## config.mk

```make
export PLATFORM = sky130hd
export DESIGN_NAME = dataflow_task_scheduler
export DESIGN_NICKNAME = d
export VERILOG_FILES = /design/src/design/dts_pkg.sv /design/src/design/dts_csr.sv /design/src/design/dts_front.sv /design/src/design/dts_back.sv /design/src/design/dataflow_task_scheduler.sv
export SDC_FILE = /design/constraint.sdc
export NUM_CORES = 2
export LEC_CHECK = 0
export ABC_AREA = 1
export BUFFER_PORTS_ARGS = -buffer_cell sky130_fd_sc_hd__buf_4
export CORE_MARGIN = 10
export CORE_UTILIZATION = 30
export DETAILED_ROUTE_END_ITERATION = 6
export HOLD_SLACK_MARGIN = 0.1
export PLACE_DENSITY = 0.49
export SYNTH_ARGS = -nofsm -noshare
export SYNTH_HDL_FRONTEND = slang
export SYNTH_SLANG_ARGS = --single-unit
```

## constraint.sdc

```tcl
create_clock -name clock -period 8.6 [get_ports clock]
set_input_delay 0.43 -clock clock [delete_from_list [all_inputs] [get_ports clock]]
set_output_delay 0.43 -clock clock [all_outputs]
set_load 0.01 [all_outputs]
```

## src/design/dts_pkg.sv

```systemverilog
// Shared types and constants of the dataflow task scheduler.
// No dependencies; every other design file imports this package.
package dts_pkg;

   localparam logic [2:0] OP_WR_IN   = 3'd0;
   localparam logic [2:0] OP_WR_OUT  = 3'd1;
   localparam logic [2:0] OP_COUNTS  = 3'd2;
   localparam logic [2:0] OP_PRESET  = 3'd3;
   localparam logic [2:0] OP_START   = 3'd4;
   localparam logic [2:0] OP_FINISH  = 3'd5;

   localparam logic REG_TASKS_IN_USE  = 1'b0;
   localparam logic REG_COLLECT_LIMIT = 1'b1;

   localparam logic [5:0] TASKS_IN_USE_RESET  = 6'd32;
   localparam logic [6:0] COLLECT_LIMIT_RESET = 7'd64;

   typedef struct packed {
      logic [2:0] opcode;
      logic [4:0] task_index;
      logic [2:0] slot;
      logic [5:0] buffer_index;
      logic [3:0] count_in;
      logic [2:0] count_out;
   } req_type;

   typedef struct packed {
      logic [4:0] ready_task;
      logic       found;
   } rsp_type;

   typedef struct packed {
      logic [5:0] tasks_in_use;
      logic [6:0] collect_limit;
   } cfg_type;

   // One queued item together with the front's classification of it.
   typedef struct packed {
      req_type req;
      logic    task_ok;
   } entry_type;

endpackage

```

## src/design/dts_csr.sv

```systemverilog
// Configuration registers of the dataflow task scheduler behind an APB-style port.
// Depends on dts_pkg.
module dts_csr (
   input  logic              clock,
   input  logic              reset,
   input  logic              psel,
   input  logic              penable,
   input  logic              pwrite,
   input  logic [2:0]        paddr,
   input  logic [31:0]       pwdata,
   output logic [31:0]       prdata,
   output logic              pready,
   output dts_pkg::cfg_type  cfg
);
   import dts_pkg::*;

   cfg_type cfg_ff, cfg_in;
   logic    wr_en;

   assign pready = 1'b1;
   assign wr_en  = psel && penable && pwrite;
   assign cfg    = cfg_ff;

   always_comb begin
      cfg_in = cfg_ff;
      if (wr_en) begin
         unique case (paddr[2])
            REG_TASKS_IN_USE:  cfg_in.tasks_in_use  = pwdata[5:0];
            REG_COLLECT_LIMIT: cfg_in.collect_limit = pwdata[6:0];
            default: ;
         endcase
      end
   end

   always_comb begin
      unique case (paddr[2])
         REG_TASKS_IN_USE:  prdata = {26'd0, cfg_ff.tasks_in_use};
         REG_COLLECT_LIMIT: prdata = {25'd0, cfg_ff.collect_limit};
         default:           prdata = 32'd0;
      endcase
   end

   always_ff @(posedge clock) begin
      if (reset) begin
         cfg_ff.tasks_in_use  <= TASKS_IN_USE_RESET;
         cfg_ff.collect_limit <= COLLECT_LIMIT_RESET;
      end else begin
         cfg_ff <= cfg_in;
      end
   end

endmodule

```

## src/design/dts_front.sv

```systemverilog
// Front end of the dataflow task scheduler: takes items, classifies them and queues them.
// Depends on dts_pkg.
module dts_front #(
   parameter int MAX_TASKS = 32
) (
   input  logic                clock,
   input  logic                reset,
   input  logic                start,
   input  dts_pkg::req_type    req_data,
   output logic                busy,
   output logic                q_valid,
   output dts_pkg::entry_type  q_entry,
   input  logic                q_pop
);
   import dts_pkg::*;

   entry_type  entries_ff [2];
   entry_type  entries_in [2];
   logic       wptr_ff, wptr_in;
   logic       rptr_ff, rptr_in;
   logic [1:0] count_ff, count_in;
   logic       push;
   logic       do_pop;

   assign busy    = (count_ff == 2'd2);
   assign push    = start && !busy;
   assign q_valid = (count_ff != 2'd0);
   assign q_entry = entries_ff[rptr_ff];
   assign do_pop  = q_pop && q_valid;

   always_comb begin
      entries_in = entries_ff;
      wptr_in    = wptr_ff;
      rptr_in    = rptr_ff;
      count_in   = count_ff;
      if (push) begin
         entries_in[wptr_ff].req     = req_data;
         entries_in[wptr_ff].task_ok = (32'(req_data.task_index) < MAX_TASKS);
         wptr_in = !wptr_ff;
      end
      if (do_pop) begin
         rptr_in = !rptr_ff;
      end
      count_in = count_ff + 2'(push) - 2'(do_pop);
   end

   always_ff @(posedge clock) begin
      entries_ff <= entries_in;
      if (reset) begin
         wptr_ff  <= 1'b0;
         rptr_ff  <= 1'b0;
         count_ff <= 2'd0;
      end else begin
         wptr_ff  <= wptr_in;
         rptr_ff  <= rptr_in;
         count_ff <= count_in;
      end
   end

endmodule

```

## src/design/dts_back.sv

```systemverilog
// Back end of the dataflow task scheduler: task table, buffer state and the scan sequencer.
// Depends on dts_pkg; takes queued items from dts_front.
module dts_back #(
   parameter int MAX_TASKS    = 32,
   parameter int MAX_BUFFERS  = 64,
   parameter int INPUT_SLOTS  = 8,
   parameter int OUTPUT_SLOTS = 4
) (
   input  logic                clock,
   input  logic                reset,
   input  dts_pkg::cfg_type    cfg,
   input  logic                q_valid,
   input  dts_pkg::entry_type  q_entry,
   output logic                q_pop,
   output logic                rsp_valid,
   output dts_pkg::rsp_type    rsp_data
);
   import dts_pkg::*;

   localparam int TIW  = (MAX_TASKS > 1) ? $clog2(MAX_TASKS) : 1;
   localparam int TCW  = $clog2(MAX_TASKS + 1);
   localparam int BIW  = (MAX_BUFFERS > 1) ? $clog2(MAX_BUFFERS) : 1;
   localparam int LCW  = $clog2(MAX_BUFFERS + 1);
   localparam int ICW  = $clog2(INPUT_SLOTS + 1);
   localparam int OCW  = $clog2(OUTPUT_SLOTS + 1);
   localparam int MAXS = (INPUT_SLOTS > OUTPUT_SLOTS) ? INPUT_SLOTS : OUTPUT_SLOTS;
   localparam int SCW  = $clog2(MAXS + 1);
   localparam int IDEP = MAX_TASKS * INPUT_SLOTS;
   localparam int ODEP = MAX_TASKS * OUTPUT_SLOTS;
   localparam int IAW  = (IDEP > 1) ? $clog2(IDEP) : 1;
   localparam int OAW  = (ODEP > 1) ? $clog2(ODEP) : 1;

   localparam logic [2:0] S_IDLE = 3'd0;
   localparam logic [2:0] S_TASK = 3'd1;
   localparam logic [2:0] S_SLOT = 3'd2;
   localparam logic [2:0] S_EVAL = 3'd3;
   localparam logic [2:0] S_REL  = 3'd4;

   localparam logic [1:0] PH_FILL   = 2'd0;
   localparam logic [1:0] PH_DONE   = 2'd1;
   localparam logic [1:0] PH_MARK   = 2'd2;
   localparam logic [1:0] PH_REPORT = 2'd3;

   logic [2:0]             state_ff, state_in;
   logic [1:0]             phase_ff, phase_in;
   logic [TCW-1:0]         tc_ff, tc_in;
   logic [SCW-1:0]         sc_ff, sc_in;
   logic                   acc_ff, acc_in;
   entry_type              cmd_ff, cmd_in;
   logic [MAX_BUFFERS-1:0] filled_ff, filled_in;
   logic [MAX_BUFFERS-1:0] rbu_ff, rbu_in;
   logic [MAX_TASKS-1:0]   done_ff, done_in;
   logic [ICW-1:0]         icnt_ff [MAX_TASKS];
   logic [ICW-1:0]         icnt_in [MAX_TASKS];
   logic [OCW-1:0]         ocnt_ff [MAX_TASKS];
   logic [OCW-1:0]         ocnt_in [MAX_TASKS];
   logic                   rsp_valid_ff, rsp_valid_in;
   rsp_type                rsp_data_ff, rsp_data_in;

   logic [5:0]             in_list_ff  [IDEP];
   logic [5:0]             out_list_ff [ODEP];
   logic [5:0]             in_rd_ff, out_rd_ff;
   logic                   in_we, out_we;
   logic [IAW-1:0]         in_waddr, in_raddr;
   logic [OAW-1:0]         out_waddr, out_raddr;

   logic [TCW-1:0]         n_scan;
   logic [LCW-1:0]         lim;
   logic [MAX_BUFFERS-1:0] lim_mask;
   logic [TIW-1:0]         tci;
   logic [SCW-1:0]         cnt;
   logic [5:0]             rd_buf;
   logic                   rd_ok;
   logic [BIW-1:0]         rd_idx;
   logic                   q_ok;
   logic [BIW-1:0]         q_idx;
   logic [TIW-1:0]         q_ti;

   assign q_ok  = (32'(q_entry.req.buffer_index) < MAX_BUFFERS);
   assign q_idx = BIW'(32'(q_entry.req.buffer_index));
   assign q_ti  = TIW'(32'(q_entry.req.task_index));

   assign n_scan = (32'(cfg.tasks_in_use) > MAX_TASKS) ? TCW'(MAX_TASKS)
                                                       : TCW'(32'(cfg.tasks_in_use));
   assign lim    = (32'(cfg.collect_limit) > MAX_BUFFERS) ? LCW'(MAX_BUFFERS)
                                                          : LCW'(32'(cfg.collect_limit));
   always_comb begin
      for (int b = 0; b < MAX_BUFFERS; b++) begin
         lim_mask[b] = (LCW'(b) < lim);
      end
   end

   assign tci    = TIW'(32'(tc_ff));
   assign cnt    = (phase_ff == PH_FILL || phase_ff == PH_DONE) ? SCW'(ocnt_ff[tci])
                                                               : SCW'(icnt_ff[tci]);
   assign rd_buf = (phase_ff == PH_FILL || phase_ff == PH_DONE) ? out_rd_ff : in_rd_ff;
   assign rd_ok  = (32'(rd_buf) < MAX_BUFFERS);
   assign rd_idx = BIW'(32'(rd_buf));

   assign in_raddr  = IAW'(32'(tc_ff) * INPUT_SLOTS + 32'(sc_ff));
   assign out_raddr = OAW'(32'(tc_ff) * OUTPUT_SLOTS + 32'(sc_ff));
   assign in_waddr  = IAW'(32'(q_entry.req.task_index) * INPUT_SLOTS
                           + 32'(q_entry.req.slot));
   assign out_waddr = OAW'(32'(q_entry.req.task_index) * OUTPUT_SLOTS
                           + 32'(q_entry.req.slot));

   assign q_pop = (state_ff == S_IDLE);
   assign in_we  = q_pop && q_valid && (q_entry.req.opcode == OP_WR_IN) && q_entry.task_ok
                   && (32'(q_entry.req.slot) < INPUT_SLOTS);
   assign out_we = q_pop && q_valid && (q_entry.req.opcode == OP_WR_OUT) && q_entry.task_ok
                   && (32'(q_entry.req.slot) < OUTPUT_SLOTS);

   assign rsp_valid = rsp_valid_ff;
   assign rsp_data  = rsp_data_ff;

   always_comb begin
      state_in     = state_ff;
      phase_in     = phase_ff;
      tc_in        = tc_ff;
      sc_in        = sc_ff;
      acc_in       = acc_ff;
      cmd_in       = cmd_ff;
      filled_in    = filled_ff;
      rbu_in       = rbu_ff;
      done_in      = done_ff;
      icnt_in      = icnt_ff;
      ocnt_in      = ocnt_ff;
      rsp_valid_in = 1'b0;
      rsp_data_in  = rsp_data_ff;
      unique case (state_ff)
         S_IDLE: begin
            if (q_valid) begin
               cmd_in = q_entry;
               case (q_entry.req.opcode)
                  OP_COUNTS: begin
                     if (q_entry.task_ok) begin
                        icnt_in[q_ti] = (32'(q_entry.req.count_in) > INPUT_SLOTS)
                                        ? ICW'(INPUT_SLOTS) : ICW'(q_entry.req.count_in);
                        ocnt_in[q_ti] = (32'(q_entry.req.count_out) > OUTPUT_SLOTS)
                                        ? OCW'(OUTPUT_SLOTS) : OCW'(q_entry.req.count_out);
                     end
                  end
                  OP_PRESET: begin
                     if (q_ok) filled_in[q_idx] = 1'b1;
                  end
                  OP_START: begin
                     phase_in = PH_DONE;
                     tc_in    = '0;
                     state_in = S_TASK;
                  end
                  OP_FINISH: begin
                     phase_in = PH_FILL;
                     tc_in    = q_entry.task_ok ? TCW'(32'(q_entry.req.task_index)) : '0;
                     state_in = S_TASK;
                  end
                  default: ;
               endcase
            end
         end
         S_TASK: begin
            if (phase_ff == PH_FILL) begin
               if (!cmd_ff.task_ok) begin
                  phase_in = PH_DONE;
                  tc_in    = '0;
               end else begin
                  sc_in    = '0;
                  acc_in   = 1'b1;
                  state_in = S_SLOT;
               end
            end else if (tc_ff == n_scan) begin
               tc_in = '0;
               case (phase_ff)
                  PH_DONE: begin
                     if (cmd_ff.req.opcode == OP_FINISH) begin
                        phase_in = PH_MARK;
                        rbu_in   = '0;
                     end else begin
                        phase_in = PH_REPORT;
                     end
                  end
                  PH_MARK: state_in = S_REL;
                  default: begin
                     rsp_valid_in = 1'b1;
                     rsp_data_in  = '0;
                     state_in     = S_IDLE;
                  end
               endcase
            end else if ((phase_ff == PH_MARK || phase_ff == PH_REPORT) && done_ff[tci]) begin
               tc_in = tc_ff + TCW'(1);
            end else begin
               sc_in    = '0;
               acc_in   = 1'b1;
               state_in = S_SLOT;
            end
         end
         S_SLOT: begin
            if (sc_ff == cnt) begin
               state_in = S_TASK;
               case (phase_ff)
                  PH_FILL: begin
                     phase_in = PH_DONE;
                     tc_in    = '0;
                  end
                  PH_DONE: begin
                     done_in[tci] = acc_ff;
                     tc_in        = tc_ff + TCW'(1);
                  end
                  PH_MARK: tc_in = tc_ff + TCW'(1);
                  default: begin
                     if (acc_ff) begin
                        rsp_valid_in           = 1'b1;
                        rsp_data_in.ready_task = 5'(32'(tc_ff));
                        rsp_data_in.found      = 1'b1;
                        state_in               = S_IDLE;
                     end else begin
                        tc_in = tc_ff + TCW'(1);
                     end
                  end
               endcase
            end else begin
               state_in = S_EVAL;
            end
         end
         S_EVAL: begin
            case (phase_ff)
               PH_FILL: begin
                  if (rd_ok) filled_in[rd_idx] = 1'b1;
               end
               PH_MARK: begin
                  if (rd_ok) rbu_in[rd_idx] = 1'b1;
               end
               default: begin
                  if (!(rd_ok && filled_ff[rd_idx])) acc_in = 1'b0;
               end
            endcase
            sc_in    = sc_ff + SCW'(1);
            state_in = S_SLOT;
         end
         S_REL: begin
            // Release every filled buffer in range that no undone task still reads.
            filled_in = filled_ff & ~(~rbu_ff & lim_mask);
            phase_in  = PH_REPORT;
            tc_in     = '0;
            state_in  = S_TASK;
         end
         default: state_in = S_IDLE;
      endcase
   end

   always_ff @(posedge clock) begin
      if (in_we)  in_list_ff[in_waddr]   <= q_entry.req.buffer_index;
      if (out_we) out_list_ff[out_waddr] <= q_entry.req.buffer_index;
      in_rd_ff  <= in_list_ff[in_raddr];
      out_rd_ff <= out_list_ff[out_raddr];
   end

   always_ff @(posedge clock) begin
      phase_ff    <= phase_in;
      tc_ff       <= tc_in;
      sc_ff       <= sc_in;
      acc_ff      <= acc_in;
      cmd_ff      <= cmd_in;
      rbu_ff      <= rbu_in;
      rsp_data_ff <= rsp_data_in;
      if (reset) begin
         state_ff     <= S_IDLE;
         filled_ff    <= '0;
         done_ff      <= '0;
         rsp_valid_ff <= 1'b0;
         for (int t = 0; t < MAX_TASKS; t++) begin
            icnt_ff[t] <= '0;
            ocnt_ff[t] <= '0;
         end
      end else begin
         state_ff     <= state_in;
         filled_ff    <= filled_in;
         done_ff      <= done_in;
         rsp_valid_ff <= rsp_valid_in;
         icnt_ff      <= icnt_in;
         ocnt_ff      <= ocnt_in;
      end
   end

endmodule

```

## src/design/dataflow_task_scheduler.sv

```systemverilog
// Top level of the dataflow task scheduler: configuration port, front queue and back sequencer.
// Depends on dts_pkg, dts_csr, dts_front and dts_back.
//
//   channel   ports                          handshake
//   input     start, busy, req_data          taken when start is high and busy is low
//   result    rsp_valid, rsp_data            one-cycle strobe, cannot be held off
//   config    psel..pready, paddr 0 and 4    written in the access phase, pready always high
//
// Load items are applied by the back end in its idle state. A start item recomputes the done
// bits by scanning the outputs of each task in use, then scans the inputs of undone tasks
// up to the ready one; a finish adds the fill and mark scans and a release step. The list
// memories have a registered read port.
// A two-entry queue lets items arrive while the back end scans; busy rises when it is full.
// Reset clears counts, filled and done bits at once; the list memories are not cleared.
module dataflow_task_scheduler #(
   parameter int MAX_TASKS    = 32,
   parameter int MAX_BUFFERS  = 64,
   parameter int INPUT_SLOTS  = 8,
   parameter int OUTPUT_SLOTS = 4
) (
   input  logic              clock,
   input  logic              reset,
   input  logic              start,
   output logic              busy,
   input  dts_pkg::req_type  req_data,
   output logic              rsp_valid,
   output dts_pkg::rsp_type  rsp_data,
   input  logic              psel,
   input  logic              penable,
   input  logic              pwrite,
   input  logic [2:0]        paddr,
   input  logic [31:0]       pwdata,
   output logic [31:0]       prdata,
   output logic              pready
);
   import dts_pkg::*;

   cfg_type   cfg;
   logic      q_valid;
   logic      q_pop;
   entry_type q_entry;

   dts_csr u_csr (
      .clock   (clock),
      .reset   (reset),
      .psel    (psel),
      .penable (penable),
      .pwrite  (pwrite),
      .paddr   (paddr),
      .pwdata  (pwdata),
      .prdata  (prdata),
      .pready  (pready),
      .cfg     (cfg)
   );

   dts_front #(.MAX_TASKS(MAX_TASKS)) u_front (
      .clock    (clock),
      .reset    (reset),
      .start    (start),
      .req_data (req_data),
      .busy     (busy),
      .q_valid  (q_valid),
      .q_entry  (q_entry),
      .q_pop    (q_pop)
   );

   dts_back #(
      .MAX_TASKS    (MAX_TASKS),
      .MAX_BUFFERS  (MAX_BUFFERS),
      .INPUT_SLOTS  (INPUT_SLOTS),
      .OUTPUT_SLOTS (OUTPUT_SLOTS)
   ) u_back (
      .clock     (clock),
      .reset     (reset),
      .cfg       (cfg),
      .q_valid   (q_valid),
      .q_entry   (q_entry),
      .q_pop     (q_pop),
      .rsp_valid (rsp_valid),
      .rsp_data  (rsp_data)
   );

endmodule

```

==> results.py <==
metrics = {
    "synth": {
        "synth_fa_ha_area_frac": 0.00243,
        "count_of_flip_flops_with_a_built_in_enable_after_synthesis": 2438,
        "synth_async_sr_flop_share": 0,
        "synth_xor_xnor_area_share": 0.00126,
        "mean_cell_area_of_the_mapped_netlist_sq_um": 11.1,
        "cell_area_after_technology_mapping_sq_um": 116000,
        "proportion_of_netlist_area_held_by_the_largest_area_contributor": 0.629,
        "postSynthRegisterBits": 2791,
        "ys_types": 59,
        "post_synth_main_area_contributors": "sky130_fd_sc_hd__edfxtp_1 63%, sky130_fd_sc_hd__o21ai_0 6.9%, sky130_fd_sc_hd__nor2_1 6.2%",
        "ys_warn_count": 0,
        "yosys_most_used_dff": "sky130_fd_sc_hd__edfxtp_1",
        "ys_seq_area_frac": 0.690,
        "post_synthesis_compound_gate_area_fraction": 0.129,
        "synth_largest_area_cell": "sky130_fd_sc_hd__edfxtp_1",
        "synthMuxAreaShare": 0.000172,
        "post_synth_and_or_nand_nor_area_fraction": 0.134,
        "post_synth_inst_count": 10500,
        "dominant_combinational_cell_family_by_area_after_synthesis": "simple AND/OR/NAND/NOR gates",
    },
    "detailed_routing": {
        "detailroute.via_count": 81400,
        "drt-pass1-iter-count": 6,
        "antenna_violating_nets_post_route": 0,
        "drtIter0Drc": 8795,
        "drc": 0,
        "drt-vias-per-instance": 5.18,
        "wl_per_cell_um": 22.5,
        "route.final.wire_length_um": 354000,
    },
    "placed_design": {
        "hpwlAfterDp_um": 198000,
        "buffer_ports.inserted": 52,
        "gpl.final_weighted_congestion": 0.837,
        "place_inst": 15100,
    },
    "setup_path": {
        "critPathLaunchType": "flip-flop",
        "max_stage_delay_ns": 0.86,
        "cp_data_arrival_time_ns": 5.57,
        "cp_data_required_time_ns": 9.36,
        "cpMaxStageDelayCell": "sky130_fd_sc_hd__inv_1",
        "cp_max_fo": 66,
        "worst-setup-path-type": "flip-flop to flip-flop",
        "reg2reg_from": "u_back.tc_ff[0]$_DFFE_PP_",
        "worst_setup_path_end_kind": "flip-flop",
        "path_common_cell": "sky130_fd_sc_hd__buf_4",
        "cell_chain_of_the_critical_path": "buf_4 > ha_4 > fa_2 > buf_4 > inv_1 > buf_4 > o21ai_0 > o22ai_1 > nand2_1 > a21oi_1 > nor3_1 > nor2_1",
        "critical_path.n_buffers_inverters": 4,
        "crit_family": "buffers and inverters",
        "setup.worst_path.start": "u_back.tc_ff[0]$_DFFE_PP_",
    },
    "timing": {
        "grt_setup_unrepaired": "false",
        "fmax_mhz": 208,
        "worstMarginPinSlew_ns": 1.33,
        "min_period_over_period": 0.560,
        "final.setup_skew_ns": 0.0764,
        "setup_violations": 0,
        "fin_setup_tns_ns": 0,
        "hold_viol_final": 0,
        "report.final.slew_viol_count": 0,
        "final_min_period_ns": 4.81,
        "timing.slew.headroom": 0.109,
    },
    "global_routing": {
        "global_route_wire_length_before_repair_um": 522000,
        "number_of_antenna_violations_at_the_first_check_in_global_routing": 15,
        "grt.total_usage": 0.162,
        "grt_pass1_vias": 79300,
        "maximum_number_of_pins_on_one_net_before_global_route_repair": 241,
        "globalRouteOverflowTotal": 0,
    },
    "floorplan": {
        "die_area_sq_um": 413000,
        "start_util": 0.301,
        "floorplan.core_area_sq_um": 386000,
        "chipHeight_um": 643,
        "floorplan.die.width_um": 643,
        "io_pins": 106,
        "fp_rows": 228,
    },
    "cts": {
        "root_buffer_selected_by_cts": "sky130_fd_sc_hd__clkbuf_16",
        "cts_setup_buffers": 0,
        "clock_sink_count": 2791,
        "cts_tree": "built",
        "clk_transition_reported_paths_ns": 0.06,
        "cts_inserted_buffers": 312,
        "clock_insertion_delay_worst_skew_ns": 0.92,
        "htree_levels": 5,
        "cts_max_path_buffers": 4,
    },
    "power_and_ir_drop": {
        "cellPowerDensity_nw_per_um2": 303,
        "peakVddDrop_uv": 240,
        "totalPowerFinal_mw": 39.9,
        "power.leakage_nw": 42.6,
    },
    "min_path": {
        "worstHoldPathType": "primary input to flip-flop",
        "hold_path.startpoint": "pwrite",
    },
    "cells_and_area": {
        "fin_cells": 15700,
        "mostFrequentLayoutCell": "sky130_fd_sc_hd__edfxtp_1",
        "layout-drive-gt1-share": 0.0799,
        "final_core_util": 0.341,
        "layout.cells.most_common_list": "2,438 x sky130_fd_sc_hd__edfxtp_1, 1,906 x sky130_fd_sc_hd__nor2_1, 1,598 x sky130_fd_sc_hd__o21ai_0",
        "nNetsFinal": 10400,
        "syn_to_final_growth_pct": 13.2,
    },
    "status": {
        "run_status": "finished, final reports clean",
    },
    "run": {
        "number_of_max_cap_violations": 0,
    },
}
## layout make-up
class / count / area, sq um
fill: 38100 / 254000
sequential: 2791 / 80300
multi-input combinational: 6599 / 31300
clock buffer: 397 / 8450
tap: 5175 / 6470
timing repair buffer: 214 / 1890
clock inverter: 162 / 1710
inverter: 374 / 1490
antenna: 5 / 12.5
## flip-flops by register name, summed over array words and instances (netlist names), 4 cells and up
signal              count
u_back.out_rd_ff        6
u_back.ocnt_ff         96
u_back.in_rd_ff         6
u_back.rbu_ff          64
u_csr.cfg              13
u_front.entries_ff     48
u_back.in_list_ff    1536
u_back.tc_ff            6
u_back.out_list_ff    768
u_back.filled_ff       64
u_back.icnt_ff        128
u_back.sc_ff            4
u_back.rsp_data         6
u_back.done_ff         32
## logic make-up (layout without fill, tap and decap cells)
| kind of cell | after synthesis | after routing |
|---|---|---|
| compound gates | 2744 | 2744 |
| xor+xnor | 15 | 15 |
| fa+ha+maj | 22 | 22 |
| buf+inv | 1122 | 1147 |
| flops | 2791 | 2791 |
| mux | 2 | 2 |
| other cells | 2 | 31 |
| simple gates | 3790 | 3790 |
## per-stage QoR
| stage | hold slack [ns] | area, sq um | setup WS (ns) |
|---|---|---|---|
| final | 0.178 | 132000 | 3.79 |
| after global routing | 0.208 | 132000 | 3.44 |
| after CTS | 0.111 | 132000 | 3.74 |
| after detailed placement | 0.445 | 121000 | 3.82 |
| after global placement | 0.439 | 121000 | 3.84 |
| after floorplan | 0.429 | 116000 | 1.79 |
## path summary, 6_finish.rpt
path | depth (start not counted) | slack, ns | to
worst max register to register | 12 | 3.79 | u_back.out_rd_ff[2]$_DFF_P_
worst max-delay path | 12 | 3.79 | u_back.out_rd_ff[2]$_DFF_P_
worst min register to register | 2 | 0.46 | u_back.icnt_ff[123]$_SDFFE_PP0P_
worst min-delay path | 5 | 0.18 | u_csr.cfg[1]$_SDFFE_PP0P_
## cell usage after synthesis (9+ instances only)
master                     count
sky130_fd_sc_hd__a211oi_1     10
sky130_fd_sc_hd__a211oi_2     19
sky130_fd_sc_hd__a21oi_1     354
sky130_fd_sc_hd__buf_1        31
sky130_fd_sc_hd__buf_2       145
sky130_fd_sc_hd__buf_4        72
sky130_fd_sc_hd__buf_6        30
sky130_fd_sc_hd__clkbuf_1    469
sky130_fd_sc_hd__dfxtp_1     353
sky130_fd_sc_hd__edfxtp_1   2438
sky130_fd_sc_hd__ha_1         21
sky130_fd_sc_hd__inv_1       338
sky130_fd_sc_hd__inv_2        30
sky130_fd_sc_hd__nand2_1    1169
sky130_fd_sc_hd__nand2_2      16
sky130_fd_sc_hd__nand3_1     519
sky130_fd_sc_hd__nand3_2      23
sky130_fd_sc_hd__nand4_1      30
sky130_fd_sc_hd__nor2_1     1915
sky130_fd_sc_hd__nor2_2       25
sky130_fd_sc_hd__nor3_1       19
sky130_fd_sc_hd__nor3_2       16
sky130_fd_sc_hd__nor3_4       13
sky130_fd_sc_hd__o211ai_1     18
sky130_fd_sc_hd__o21ai_0    1598
sky130_fd_sc_hd__o21ai_1      50
sky130_fd_sc_hd__o21ai_2      14
sky130_fd_sc_hd__o221ai_1     22
sky130_fd_sc_hd__o22ai_1     604
sky130_fd_sc_hd__o41ai_1      14
sky130_fd_sc_hd__or2_1         9
sky130_fd_sc_hd__or2_2        15
## per-layer routing
metal | track usage | up-vias | share of wire | routed length (um)
li1 | - | 37100 | - | -
met1 | 0.225 | 40500 | 0.44 | 156000
met2 | 0.260 | 3124 | 0.45 | 161000
met3 | 0.0258 | 624 | 0.073 | 25700
met4 | 0.0544 | 2 | 0.034 | 12000
met5 | 0 | - | 0.000037 | 13
## worst min-delay path, delay by kind of cell
kind	cells	cell delay, ns
buf+inv	2	0.36
simple gates	2	0.14
compound gates	1	0.11
## report_power, final
part | total (mW) | internal, mW | switching, mW
Combinational | 10.1 | 1.96 | 8.10
Clock | 13.4 | 7.89 | 5.52
Sequential | 16.5 | 16.3 | 0.128
Total | 39.9 | 26.2 | 13.7
## timing repair
action	in CTS	in global routing
resized for setup	0	0
hold endpoints to repair	61	0
hold buffers	43	0
(Power assumes the default switching activity.)
